$ cat src/assert_macros.svh
// Assertion macros shared by the encoder modules.
// Each macro expects signals named clk and rst_n in the enclosing module.
`ifndef ASSERT_MACROS_SVH
`define ASSERT_MACROS_SVH

`define B64E_ASSERT(label, prop, msg) \
  label: assert property (@(posedge clk) disable iff (!rst_n) prop) \
    else $error(msg);

`define B64E_NEVER(label, expr, msg) \
  `B64E_ASSERT(label, !(expr), msg)

`endif

$ cat src/b64e_pkg.sv
package b64e_pkg;

  localparam int unsigned FIFO_DEPTH = 2;

  localparam logic [7:0] PAD_CHAR = 8'h3d;

  typedef struct packed {
    logic [3:0][5:0] sext;
    logic [2:0]      nchars;
    logic            last;
  } group_t;

  function automatic logic [7:0] alphabet(input logic [5:0] v);
    logic [7:0] ch;
    case (v) inside
      [6'd0:6'd25]:  ch = 8'h41 + {2'b00, v};
      [6'd26:6'd51]: ch = 8'h61 + {2'b00, v} - 8'd26;
      [6'd52:6'd61]: ch = 8'h30 + {2'b00, v} - 8'd52;
      6'd62:         ch = 8'h2b;
      default:       ch = 8'h2f;
    endcase
    return ch;
  endfunction

endpackage

$ cat src/b64e_byte_if.sv
interface b64e_byte_if;
  logic       valid;
  logic       ready;
  logic [7:0] in_byte;
  logic       in_last;

  modport source (output valid, output in_byte, output in_last, input ready);
  modport sink (input valid, input in_byte, input in_last, output ready);
endinterface

$ cat src/b64e_char_if.sv
interface b64e_char_if;
  logic       valid;
  logic       ready;
  logic [7:0] out_char;
  logic       out_last;

  modport source (output valid, output out_char, output out_last, input ready);
  modport sink (input valid, input out_char, input out_last, output ready);
endinterface

$ cat src/base64_stream_encoder.sv
// Base64 encoder: one byte per input transaction, four characters per group of three bytes.
// The first character of a group is offered once the group has passed the group queue and been loaded by the back end.
// Throughput: one character per cycle while the output is ready; bytes are taken every cycle
// while the group queue has room, so a long message is bounded by the output port.
// Reset (rst_n low, synchronous) empties the pending bytes, the queue and the output.
module base64_stream_encoder #(
  parameter int unsigned FIFO_DEPTH = b64e_pkg::FIFO_DEPTH
) (
  input logic         clk,
  input logic         rst_n,
  b64e_byte_if.sink   in_s,
  b64e_char_if.source out_s
);

  logic             push;
  logic             full;
  logic             pop;
  logic             rd_valid;
  b64e_pkg::group_t wr_grp;
  b64e_pkg::group_t rd_grp;

  b64e_front u_front (
    .clk   (clk),
    .rst_n (rst_n),
    .in_s  (in_s),
    .full  (full),
    .push  (push),
    .grp   (wr_grp)
  );

  b64e_fifo #(
    .DEPTH (FIFO_DEPTH)
  ) u_fifo (
    .clk      (clk),
    .rst_n    (rst_n),
    .push     (push),
    .wr_data  (wr_grp),
    .full     (full),
    .pop      (pop),
    .rd_valid (rd_valid),
    .rd_data  (rd_grp)
  );

  b64e_back u_back (
    .clk      (clk),
    .rst_n    (rst_n),
    .rd_valid (rd_valid),
    .rd_data  (rd_grp),
    .pop      (pop),
    .out_s    (out_s)
  );

endmodule

$ cat src/b64e_fifo.sv
`include "assert_macros.svh"

module b64e_fifo #(
  parameter int unsigned DEPTH = b64e_pkg::FIFO_DEPTH
) (
  input  logic             clk,
  input  logic             rst_n,
  input  logic             push,
  input  b64e_pkg::group_t wr_data,
  output logic             full,
  input  logic             pop,
  output logic             rd_valid,
  output b64e_pkg::group_t rd_data
);

  localparam int unsigned AW = (DEPTH > 1) ? $clog2(DEPTH) : 1;
  localparam int unsigned CW = $clog2(DEPTH + 1);

  b64e_pkg::group_t mem_r [DEPTH];
  logic [AW-1:0] wr_ptr_r, wr_ptr_nxt;
  logic [AW-1:0] rd_ptr_r, rd_ptr_nxt;
  logic [CW-1:0] cnt_r, cnt_nxt;

  assign full     = (cnt_r == CW'(DEPTH));
  assign rd_valid = (cnt_r != '0);
  assign rd_data  = mem_r[rd_ptr_r];

  always_comb begin
    wr_ptr_nxt = wr_ptr_r;
    rd_ptr_nxt = rd_ptr_r;
    cnt_nxt    = cnt_r;
    if (push) begin
      wr_ptr_nxt = (wr_ptr_r == AW'(DEPTH - 1)) ? '0 : wr_ptr_r + 1'b1;
    end
    if (pop) begin
      rd_ptr_nxt = (rd_ptr_r == AW'(DEPTH - 1)) ? '0 : rd_ptr_r + 1'b1;
    end
    if (push && !pop) begin
      cnt_nxt = cnt_r + 1'b1;
    end else if (pop && !push) begin
      cnt_nxt = cnt_r - 1'b1;
    end
  end

  always_ff @(posedge clk) begin
    if (!rst_n) begin
      wr_ptr_r <= '0;
      rd_ptr_r <= '0;
      cnt_r    <= '0;
    end else begin
      wr_ptr_r <= wr_ptr_nxt;
      rd_ptr_r <= rd_ptr_nxt;
      cnt_r    <= cnt_nxt;
    end
  end

  always_ff @(posedge clk) begin
    if (push) begin
      mem_r[wr_ptr_r] <= wr_data;
    end
  end

  `B64E_NEVER(a_no_overflow, push && full, "Group queue written while full.")
  `B64E_NEVER(a_no_underflow, pop && !rd_valid, "Group queue read while empty.")
  `B64E_ASSERT(a_cnt_track, push && !pop |=> cnt_r == CW'($past(cnt_r) + 1'b1), "Queue count lost a push.")

endmodule

$ cat src/b64e_front.sv
module b64e_front (
  input  logic             clk,
  input  logic             rst_n,
  b64e_byte_if.sink        in_s,
  input  logic             full,
  output logic             push,
  output b64e_pkg::group_t grp
);

  logic [1:0] cnt_r, cnt_nxt;
  logic [7:0] b0_r, b1_r;
  logic [7:0] g0, g1, g2;
  logic       accept;
  logic       hold;

  assign in_s.ready = !full;
  assign accept     = in_s.valid && in_s.ready;
  assign hold       = (cnt_r != 2'd2) && !in_s.in_last;
  assign push       = accept && !hold;

  always_comb begin
    g0 = (cnt_r == 2'd0) ? in_s.in_byte : b0_r;
    g1 = (cnt_r == 2'd0) ? 8'd0 : ((cnt_r == 2'd1) ? in_s.in_byte : b1_r);
    g2 = (cnt_r == 2'd2) ? in_s.in_byte : 8'd0;
    grp.sext[0] = g0[7:2];
    grp.sext[1] = {g0[1:0], g1[7:4]};
    grp.sext[2] = {g1[3:0], g2[7:6]};
    grp.sext[3] = g2[5:0];
    grp.nchars  = {1'b0, cnt_r} + 3'd2;
    grp.last    = in_s.in_last;
    cnt_nxt     = cnt_r;
    if (accept) begin
      cnt_nxt = hold ? cnt_r + 2'd1 : 2'd0;
    end
  end

  always_ff @(posedge clk) begin
    if (!rst_n) begin
      cnt_r <= 2'd0;
    end else begin
      cnt_r <= cnt_nxt;
    end
  end

  always_ff @(posedge clk) begin
    if (accept && hold) begin
      if (cnt_r[0]) begin
        b1_r <= in_s.in_byte;
      end else begin
        b0_r <= in_s.in_byte;
      end
    end
  end

endmodule

$ cat src/b64e_back.sv
`include "assert_macros.svh"

module b64e_back (
  input  logic             clk,
  input  logic             rst_n,
  input  logic             rd_valid,
  input  b64e_pkg::group_t rd_data,
  output logic             pop,
  b64e_char_if.source      out_s
);

  b64e_pkg::group_t grp_r;
  logic [1:0]       idx_r;
  logic             busy_r;
  logic             emit;
  logic             at_end;

  assign emit   = busy_r && out_s.ready;
  assign at_end = (idx_r == 2'd3);
  assign pop    = rd_valid && (!busy_r || (emit && at_end));

  assign out_s.valid    = busy_r;
  assign out_s.out_char = ({1'b0, idx_r} < grp_r.nchars) ?
                          b64e_pkg::alphabet(grp_r.sext[idx_r]) : b64e_pkg::PAD_CHAR;
  assign out_s.out_last = at_end && grp_r.last;

  always_ff @(posedge clk) begin
    if (!rst_n) begin
      busy_r <= 1'b0;
      idx_r  <= 2'd0;
    end else if (pop) begin
      busy_r <= 1'b1;
      idx_r  <= 2'd0;
    end else if (emit) begin
      busy_r <= !at_end;
      idx_r  <= idx_r + 2'd1;
    end
  end

  always_ff @(posedge clk) begin
    if (pop) begin
      grp_r <= rd_data;
    end
  end

  `B64E_NEVER(a_pad_late, busy_r && !idx_r[1] && out_s.out_char == b64e_pkg::PAD_CHAR, "Pad in the first two characters.")
  `B64E_ASSERT(a_idx_step, emit && !at_end |=> busy_r && idx_r == $past(idx_r) + 2'd1, "Character index skipped.")
  `B64E_NEVER(a_nchars_range, busy_r && (grp_r.nchars < 3'd2 || grp_r.nchars > 3'd4), "Bad character count.")

endmodule
$ cat src/flat_wrapper.sv
// flat-port wrapper written by rule: the top's interface ports become plain ports
module base64_stream_encoder_flat 
#(
  parameter int unsigned FIFO_DEPTH = b64e_pkg::FIFO_DEPTH
)
  (clk, rst_n, in_s_valid, in_s_in_byte, in_s_in_last, in_s_ready, out_s_valid, out_s_out_char, out_s_out_last, out_s_ready);
  b64e_byte_if in_s_i ();
  b64e_char_if out_s_i ();
  input logic clk;
  input logic rst_n;
  input wire logic [$bits(in_s_i.valid)-1:0] in_s_valid;
  input wire logic [$bits(in_s_i.in_byte)-1:0] in_s_in_byte;
  input wire logic [$bits(in_s_i.in_last)-1:0] in_s_in_last;
  output wire logic [$bits(in_s_i.ready)-1:0] in_s_ready;
  output wire logic [$bits(out_s_i.valid)-1:0] out_s_valid;
  output wire logic [$bits(out_s_i.out_char)-1:0] out_s_out_char;
  output wire logic [$bits(out_s_i.out_last)-1:0] out_s_out_last;
  input wire logic [$bits(out_s_i.ready)-1:0] out_s_ready;
  assign in_s_i.valid = in_s_valid;
  assign in_s_i.in_byte = in_s_in_byte;
  assign in_s_i.in_last = in_s_in_last;
  assign in_s_ready = in_s_i.ready;
  assign out_s_valid = out_s_i.valid;
  assign out_s_out_char = out_s_i.out_char;
  assign out_s_out_last = out_s_i.out_last;
  assign out_s_i.ready = out_s_ready;
  base64_stream_encoder #(.FIFO_DEPTH(FIFO_DEPTH)) u_core (.clk(clk), .rst_n(rst_n), .in_s(in_s_i), .out_s(out_s_i));
endmodule
$ cat config.mk
export PLATFORM = sky130hd
export DESIGN_NAME = base64_stream_encoder_flat
export DESIGN_NICKNAME = d
export VERILOG_FILES = /design/src/b64e_pkg.sv /design/src/b64e_byte_if.sv /design/src/b64e_char_if.sv /design/src/base64_stream_encoder.sv /design/src/b64e_fifo.sv /design/src/b64e_front.sv /design/src/b64e_back.sv /design/src/flat_wrapper.sv
export VERILOG_INCLUDE_DIRS = /design/src /design/src/src
export SDC_FILE = /design/constraint.sdc
export NUM_CORES = 1
export LEC_CHECK = 0
export ABC_AREA = 1
export BUFFER_PORTS_ARGS = -buffer_cell sky130_fd_sc_hd__buf_2
export CAP_MARGIN = 25
export CORE_UTILIZATION = 45
export DETAILED_ROUTE_END_ITERATION = 7
export PLACE_DENSITY = 0.72
export SLEW_MARGIN = 20
export SYNTH_ARGS = -nofsm -noshare
export SYNTH_HDL_FRONTEND = slang
export SYNTH_SLANG_ARGS = --single-unit
$ cat constraint.sdc
create_clock -name clk -period 3.67 [get_ports clk]
set_input_delay 0.5505 -clock clk [delete_from_list [all_inputs] [get_ports clk]]
set_output_delay 0.5505 -clock clk [all_outputs]
set_load 0.05 [all_outputs]
==> impl_metrics.py, run 1 <==
metrics = {
    "layout": {
        "nFillCells": 945,
        "mostFrequentLayoutCell": "nand2_1",
        "regArea_sq_mm": 0.00318,
        "fin_util": 0.507,
        "fin_nets": 517,
        "drive_above_1_share": 0.162,
        "synthToLayoutAreaGrowth_pct": 9.74,
        "final_cell_mix": "nand2_1, edfxtp_1, inv_1",
        "final_cell_area_sq_mm": 0.00547,
        "multi_input_area_sq_mm": 0.00157,
        "diodes": 0,
    },
    "placed_design": {
        "post_dp_cell_area_sq_mm": 0.00524,
        "gp_congestion": 0.856,
        "io_buffers": 23,
        "hpwl_um": 6070,
    },
    "timing": {
        "tightest_slew_ns": 0.983,
        "finalMaxSlewViolations": 0,
        "slew_headroom": 0.344,
        "period_share": 0.925,
        "final-setup-viol-count": 0,
        "rsz0062_at_grt": "false",
        "max_freq_mhz": 295,
        "tns_ns": 0,
        "final_hold_viol_count": 0,
        "fin_skew_ns": 0.0141,
        "fin_crit_ns": 3.39,
    },
    "run": {
        "maxCapViolCount": 0,
    },
    "yosys": {
        "syn-cell-area_sq_mm": 0.00498,
        "yosysWarnings": 0,
        "ys_seq_elements": 109,
        "synth_fp_nets": 491,
        "ys_seq_area_frac": 0.639,
        "avgSynthCellArea_sq_um": 10.8,
        "syn_inst": 463,
        "synth.distinct_cells": 33,
    },
    "die": {
        "dieArea_sq_mm": 0.0115,
        "core.rowCount": 38,
        "coreArea_sq_mm": 0.0108,
        "ios": 24,
        "die_w_um": 107,
        "initial_utilization": 0.462,
        "fp.dieH_um": 107,
    },
    "pwr": {
        "comb_power_share": 0.456,
        "p_seq_frac": 0.383,
        "powerDensity_mw_per_mm2": 841,
        "ir_worst_vdd_mv": 1.02,
        "leakagePower_nw": 2.25,
        "power.share.switching": 0.439,
        "switching_power_w": 0.00202,
        "power_frac_clock": 0.161,
        "p_int_w": 0.00258,
    },
    "clock_network": {
        "clock_tree.root_cell": "clkbuf_8",
        "path_clk_slew_ns": 0.10,
        "clk_latency_ns": 0.37,
        "htreeDepth": 3,
        "cts_tree": "yes",
        "cts_buffer_depth": 2,
        "post_cts_resized": 0,
        "post_cts_buffers": 0,
        "cts_hold_buf": 0,
        "cts.sinks": 109,
        "cts_buffers": 9,
    },
    "grt": {
        "overflow": 0,
        "first_global_vias": 2946,
        "track_usage": 0.165,
        "grt_start_max_net_pins": 31,
        "antenna_found_initial": 0,
        "grt_pass1_wl_um": 14500,
    },
    "setup_path": {
        "path_max_fanout": 13,
        "crit_path_start_kind": "register",
        "cp_data_required_time_ns": 3.12,
        "crit_type": "reg -> out",
        "crit_arrival_ns": 2.84,
        "cp-end-kind": "output port",
        "r2r_cells": 5,
    },
    "routing": {
        "drt-initial-drc-count": 244,
        "vias_per_cell": 4.88,
        "drc": 0,
        "first_pass_iters": 5,
        "wl_per_cell_um": 13.6,
        "num_vias": 3093,
        "ant_nets": 0,
        "totalWireLength_um": 8630,
    },
    "worst_hold_path": {
        "hold_class": "in -> reg",
        "min_path_cells": 1,
    },
    "run_status": {
        "status": "complete, no violations",
    },
}
-- state kept, by name (all words and copies together), names as in the netlist, 2 cells and up --
signal and cells:
u_core.u_back.grp_r 28, u_core.u_back.idx_r 2, u_core.u_fifo.cnt_r 2, u_core.u_fifo.mem_r 56
u_core.u_front.b0_r 8, u_core.u_front.b1_r 8, u_core.u_front.cnt_r 2
-- path summary, 6_finish.rpt --
check                                                from                     end  slack [ns]
worst max register to register    u_core.u_front.cnt_r[0]  u_core.u_front.b0_r[4]        1.46
worst min register to register  u_core.u_back.out_s.valid  u_core.u_back.idx_r[1]        0.50
worst min-delay path                      in_s_in_byte[5]  u_core.u_front.b0_r[5]        0.41
worst max-delay path               u_core.u_back.idx_r[0]       out_s_out_char[1]        0.28
-- worst max-delay path: stages (launching register included) --
cell      delay [ns]
dfxtp_1         0.35
buf_4           0.19
inv_2           0.19
nand2_1         0.09
nand3_1         0.09
nand2_2         0.13
inv_1           0.13
ha_1            0.29
a21oi_2         0.08
o21ai_0         0.23
o21ai_2         0.13
inv_2           0.13
o21ai_0         0.08
a21oi_1         0.12
clkbuf_4        0.24
-- synthesized netlist by cell type, drive strengths merged --
master	number	area, sq um
o21ai	14	85.1
ha	15	188
xor2	6	52.6
buf	3	30.0
nor3	1	5.00
nand3	28	170
nor4	1	6.26
nor2	16	78.8
a31oi	3	18.8
nand4	1	6.26
nand2	183	754
inv	43	169
or2	1	6.26
edfxtp	100	3000
clkbuf	10	37.5
clkinv	1	3.75
mux2	8	90.1
dfxtp	9	180
a21oi	20	100
-- layout make-up --
cell class,instances,share of cell area
sequential,109,0.582
clock buffer,9,0.0226
clock inverter,7,0.0146
tap,140,0.0320
inverter,44,0.0316
timing repair buffer,28,0.0302
multi-input combinational,297,0.287
-- per-layer routing --
metal | vias up | wire (um) | GRT usage
met5 | - | 0 | 0
met4 | 0 | 167 | 0.0626
met3 | 13 | 313 | 0.0309
met2 | 72 | 4180 | 0.265
met1 | 1423 | 3960 | 0.222
li1 | 1585 | - | -
-- power groups by stage --
stage	logic, W	clock network (W)	registers [W]
CTS	0.00205	0.000748	0.00177
detailed placement	0.00205	0	0.00180
finish	0.00210	0.000739	0.00176
global placement	0.00200	0	0.00179
global route	0.00231	0.000799	0.00179
floorplan	0.00161	0	0.00178
-- through the flow --
stage	std cells	worst slack [ns]	total power (W)	hold slack (ns)
after floorplan	463	0.191	0.00339	0.469
after global placement	617	0.794	0.00379	0.484
after detailed placement	617	0.654	0.00385	0.489
after CTS	633	0.229	0.00457	0.402
after global routing	634	0.00958	0.00489	0.393
final	634	0.277	0.00460	0.412
-- logic make-up (layout without fill, tap and decap cells) --
logic type,Yosys count,in the layout,share of synthesized area
flops,109,109,0.639
buf+inv,57,88,0.0482
compound gates,37,37,0.0409
simple gates,231,231,0.206
mux,8,8,0.0181
xor+xnor,6,6,0.0105
fa+ha+maj,15,15,0.0377
Power figures use the tool's default switching activity.
==> inputs of run 2 (changes only) <==
CTS_CLUSTER_SIZE = 24   (was default)
clock period = 3.39 ns   (was 3.67 ns; I/O delays follow)
==> run 2 against run 1 <==
Effect of this change: total power up 5.1%; die area did not move; final cell count is the same; sequential cell count stayed put; clock skew fell by 0.0076 ns.
==> impl_metrics.py, run 2 (synthesis results as in run 1) <==
metrics = {
    "routing": {
        "drc": 0,
        "wl_per_cell_um": 13.1,
        "drt-initial-drc-count": 199,
        "num_vias": 3064,
        "ant_nets": 0,
        "totalWireLength_um": 8320,
        "vias_per_cell": 4.83,
        "dr.max_layer_used": "met4",
        "met2_length_um": 4120,
        "wl_met1_um": 3820,
        "route.met3.wl_um": 299,
        "first_pass_iters": 5,
    },
    "timing": {
        "max_freq_mhz": 319,
        "final_hold_viol_count": 0,
        "timing.hold.ws_ns": 0.371,
        "rsz0062_at_grt": "false",
        "tightest_slew_ns": 0.929,
        "tns_ns": 0,
        "finalMaxSlewViolations": 0,
        "fin_skew_ns": 0.00646,
        "fin_crit_ns": 3.14,
        "period_share": 0.925,
        "final-setup-viol-count": 0,
        "slew_headroom": 0.380,
    },
    "clock_network": {
        "clock_tree.root_cell": "clkbuf_8",
        "htreeDepth": 3,
        "cts_tree": "yes",
        "path_clk_slew_ns": 0.09,
        "post_cts_buffers": 0,
        "cts.sinks": 109,
        "cts_buffers": 9,
        "clk_latency_ns": 0.37,
        "cts_hold_buf": 0,
        "cts_buffer_depth": 2,
    },
    "die": {
        "dieArea_sq_mm": 0.0115,
        "initial_utilization": 0.462,
        "core.rowCount": 38,
        "ios": 24,
        "fp.dieH_um": 107,
        "coreArea_sq_mm": 0.0108,
        "die_w_um": 107,
    },
    "setup_path": {
        "worst_path_max_delay_cell": "dfxtp_1",
        "path_buf_inv": 4,
        "path_max_fanout": 13,
        "rr_startpoint": "u_core.u_front.cnt_r[0]",
        "critical-path-top-delay-family": "buffers and inverters",
        "reg2reg_slack_ns": 1.21,
        "critPathMaxStageDelay_ns": 0.35,
        "cp_common_cell": "nand3_1",
        "cp-end-kind": "output port",
        "cp_data_required_time_ns": 2.88,
        "crit_arrival_ns": 2.63,
        "path_cells": "inv_2 -> nand2_1 -> nand3_1 -> nand2_1 -> ha_1 -> inv_1 -> a21oi_2 -> o21ai_0 -> o21ai_2 -> inv_2 -> nand3_1 -> nand3_1 -> buf_2",
        "r2r_cells": 5,
        "r2r-end": "u_core.u_front.b0_r[7]",
        "crit_type": "reg -> out",
        "cp_num_cells": 13,
        "crit_path_start_kind": "register",
    },
    "layout": {
        "largestRegisters": "u_core.u_fifo.mem_r: 56 flops, u_core.u_back.grp_r: 28 flops",
        "diodes": 0,
        "drive_above_1_share": 0.166,
        "fin_nets": 517,
        "largest_register_ff_count": 56,
        "nFillCells": 951,
        "regArea_sq_mm": 0.00318,
        "regMostFlops": "u_core.u_fifo.mem_r",
        "synthToLayoutAreaGrowth_pct": 9.11,
        "mostFrequentLayoutCell": "nand2_1",
        "final_cell_area_sq_mm": 0.00544,
        "multi_input_area_sq_mm": 0.00158,
        "final_cell_mix": "nand2_1, edfxtp_1, inv_1",
    },
    "run_status": {
        "status": "complete, no violations",
    },
    "placed_design": {
        "hpwl_um": 6000,
        "io_buffers": 23,
        "post_dp_cell_area_sq_mm": 0.00526,
        "gp_congestion": 0.951,
    },
    "pwr": {
        "ir_worst_vdd_mv": 1.16,
        "leakagePower_nw": 2.22,
        "powerDensity_mw_per_mm2": 889,
        "totalPowerFinal_w": 0.00484,
    },
    "run": {
        "maxCapViolCount": 0,
    },
    "grt": {
        "antenna_found_initial": 0,
        "track_usage": 0.160,
        "first_global_vias": 2940,
        "overflow": 0,
        "grt_start_max_net_pins": 31,
        "grt_pass1_wl_um": 14000,
    },
    "worst_hold_path": {
        "hp-start": "in_s_in_last",
        "hold_class": "in -> reg",
        "hold_path_end": "u_core.u_fifo.mem_r[1][0]",
        "min_path_cells": 1,
    },
}
[run 2: cell types whose count changed in the layout (fill, tap and decap cells not counted), sizes merged]
| cell | delta |
|---|---|
| clkinv | +2 |
| clkbuf | -1 |
| bufinv | -1 |
| inv | -2 |
| buf | +2 |
[run 2: worst max path at each step]
stage	endpoint	slack (ns)	from
CTS	out_s_out_char[1]	0.11	u_core.u_back.idx_r[1]
global route	out_s_out_char[4]	0.01	u_core.u_back.idx_r[0]
global placement	out_s_out_char[1]	0.65	u_core.u_back.idx_r[1]
detailed placement	out_s_out_char[1]	0.52	u_core.u_back.idx_r[1]
floorplan	out_s_out_char[1]	0.34	u_core.u_back.idx_r[0]
finish	out_s_out_char[0]	0.25	u_core.u_back.idx_r[0]
[run 2: power breakdown]
part           leakage [nW]  switching, W  internal [W]
clock                0.0841      0.000409      0.000266
sequential             1.00     0.0000860       0.00182
combinational          1.14       0.00164      0.000618
[run 2: final cells by class]
cell class	count	share of cell area
flip-flops and latches	109	0.585
multi-input cells	297	0.291
well taps	140	0.0322
inverters	44	0.0317
repair buffers	28	0.0292
clock buffers	10	0.0235
clock inverters	6	0.00713
[run 2: stage by stage]
| stage | worst slack, ns | utilization | cells |
|---|---|---|---|
| floorplan | 0.341 | - | 463 |
| global placement | 0.648 | 0.487 | 618 |
| detailed placement | 0.516 | 0.487 | 618 |
| CTS | 0.111 | 0.502 | 634 |
| global route | 0.0116 | 0.504 | 634 |
| finish | 0.253 | 0.504 | 634 |
[run 2: worst register-to-register path: stages (launching register included)]
cell and delay (ns):
dfxtp_1 0.42, inv_1 0.11, ha_1 0.35, nor3_1 0.27
inv_1 0.08, nor2_1 0.59
[run 2: repair_timing]
| item | in CTS | in global routing |
|---|---|---|
| setup endpoints to repair | 0 | 7 |
| endpoints found under the hold margin | 0 | 0 |
| gates resized for setup | 0 | 7 |
[run 2: metal layers]
layer / GRT usage / up-vias
met3: 0.0309 / 8
met1: 0.209 / 1404
met2: 0.261 / 72
li1: - / 1580
met4: 0.0705 / 0
met5: 0 / -
==> inputs of run 3 (changes only) <==
==> constraint.sdc (replaced) <==
create_clock -name clk -period 3.39 [get_ports clk]
set_input_delay 0 -clock clk [delete_from_list [all_inputs] [get_ports clk]]
set_output_delay 0 -clock clk [all_outputs]
set_load 0.05 [all_outputs]
==> run 3 against run 2 <==
Effect of this change: combinational power barely moved; die area stayed put; clock power increased by 6.5%; worst setup slack better by 0.21 ns; hold slack improved by 0.015 ns; clock skew grew 0.0081 ns; non-clock buffer count rose by 12; register-to-register slack lost 0.07 ns; critical path depth did not move; final cell count increased by 1.6%; maximum frequency grew 7.0%; critical path type unchanged; largest cell class unchanged; highest routed layer unchanged.
==> impl_metrics.py, run 3 (synthesis results as in run 1) <==
metrics = {
    "die": {
        "dieArea_sq_mm": 0.0115,
        "fp.dieH_um": 107,
        "coreArea_sq_mm": 0.0108,
        "die_w_um": 107,
        "ios": 24,
        "initial_utilization": 0.462,
        "core.rowCount": 38,
    },
    "timing": {
        "final-setup-viol-count": 0,
        "tightest_slew_ns": 0.940,
        "tns_ns": 0,
        "fin_skew_ns": 0.0146,
        "finalMaxSlewViolations": 0,
        "rsz0062_at_grt": "false",
        "final_hold_viol_count": 0,
        "period_share": 0.865,
        "max_freq_mhz": 341,
        "slew_headroom": 0.373,
        "fin_crit_ns": 2.93,
    },
    "grt": {
        "overflow": 0,
        "first_global_vias": 3119,
        "antenna_found_initial": 0,
        "grt_pass1_wl_um": 14700,
        "grt_start_max_net_pins": 31,
        "track_usage": 0.167,
    },
    "clock_network": {
        "cts_tree": "yes",
        "cts_buffer_depth": 2,
        "clock_tree.root_cell": "clkbuf_8",
        "cts.sinks": 109,
        "cts_buffers": 9,
        "clk_latency_ns": 0.37,
        "post_cts_buffers": 0,
        "path_clk_slew_ns": 0.09,
        "htreeDepth": 3,
    },
    "run": {
        "maxCapViolCount": 0,
    },
    "run_status": {
        "status": "complete, no violations",
    },
    "worst_hold_path": {
        "hold_class": "in -> reg",
    },
    "pwr": {
        "powerDensity_mw_per_mm2": 877,
        "leakagePower_nw": 2.28,
        "totalPowerFinal_w": 0.00486,
        "ir_worst_vdd_mv": 1.37,
    },
    "placed_design": {
        "post_dp_cell_area_sq_mm": 0.00525,
        "gp_congestion": 0.886,
        "dpl.cell_count": 618,
        "hpwl_um": 6080,
        "io_buffers": 23,
    },
    "layout": {
        "synthToLayoutAreaGrowth_pct": 11.1,
        "largest_register_ff_count": 56,
        "regMostFlops": "u_core.u_fifo.mem_r",
        "mostFrequentLayoutCell": "nand2_1",
        "layout.cells.non_filler": 644,
        "drive_above_1_share": 0.147,
        "final_cell_area_sq_mm": 0.00554,
        "nFillCells": 953,
        "final_cell_mix": "nand2_1, edfxtp_1, inv_1",
        "diodes": 0,
        "largestRegisters": "u_core.u_fifo.mem_r: 56 flops, u_core.u_back.grp_r: 28 flops",
        "fin_nets": 529,
    },
    "routing": {
        "first_pass_iters": 4,
        "wl_per_cell_um": 13.4,
        "ant_nets": 0,
        "totalWireLength_um": 8610,
        "drc": 0,
        "num_vias": 3093,
        "vias_per_cell": 4.80,
        "drt-initial-drc-count": 146,
    },
    "setup_path": {
        "cp-end-kind": "output port",
        "path_max_fanout": 13,
        "cp_data_required_time_ns": 3.39,
        "crit_arrival_ns": 2.93,
        "crit_path_start_kind": "register",
        "crit_type": "reg -> out",
    },
}
-- run 3: changes by cell type in the layout (fill, tap and decap cells not counted), sizes merged --
cell,change
bufinv,+1
clkinvlp,-1
clkbuf,+1
clkinv,-2
dlygate4sd3,+12
inv,-1
-- run 3: area by class of cell --
class	instances	area, sq um	area share
clock buffers	11	131	0.0237
clock inverters	3	38.8	0.00700
inverters	44	173	0.0312
multi-input cells	297	1570	0.283
flip-flops and latches	109	3180	0.575
well taps	140	175	0.0316
repair buffers	40	273	0.0492
-- run 3: metal layers --
layer  part of all wire  routed length, um  vias up  GRT usage
met1               0.45               3880     1429      0.205
met5                  0                  0        -          0
met4              0.016                141        0     0.0665
met3              0.027                229       10     0.0285
met2               0.51               4360       45      0.292
li1                   -                  -     1609          -
-- run 3: path summary, 6_finish.rpt --
check / start / endpoint / slack (ns) / cells after the start
setup / recovery: u_core.u_back.idx_r[0] / out_s_out_char[6] / 0.46 / 13
hold / removal: in_s_in_last / u_core.u_fifo.mem_r[1][0] / 0.39 / 2
setup reg to reg: u_core.u_front.cnt_r[0] / u_core.u_front.b0_r[1] / 1.14 / 5
hold reg to reg: u_core.u_fifo.mem_r[0][17] / u_core.u_back.grp_r[17] / 0.52 / 2
-- run 3: timing repair --
action | 4_1_cts | 5_1_grt
resized for setup | 0 | 0
hold buffers | 12 | 0
hold endpoints to repair | 41 | 0
-- run 3: metrics by stage --
step                      setup slack, ns   util  hold slack (ns)
after floorplan                     0.462      -           0.0989
after global placement               1.01  0.486            0.229
after detailed placement            0.862  0.486            0.233
after CTS                           0.438  0.513            0.379
after global routing                0.151  0.513            0.394
final                               0.459  0.513            0.387
-- run 3: report_power, final --
part	internal, W	switching [W]	leakage [nW]	total [W]
Combinational	0.000606	0.00162	1.19	0.00223
Clock	0.000331	0.000388	0.0867	0.000719
Sequential	0.00182	0.0000919	1.00	0.00191
-- run 3: critical path: stages, from the launching register on --
cell	delay [ns]
dfxtp_1	0.40
buf_4	0.22
inv_2	0.13
nand2_1	0.08
nand3_1	0.07
nand2_2	0.16
inv_1	0.10
ha_1	0.26
a21oi_1	0.26
o21ai_0	0.16
o21ai_2	0.13
inv_2	0.12
a21oi_1	0.17
buf_2	0.28
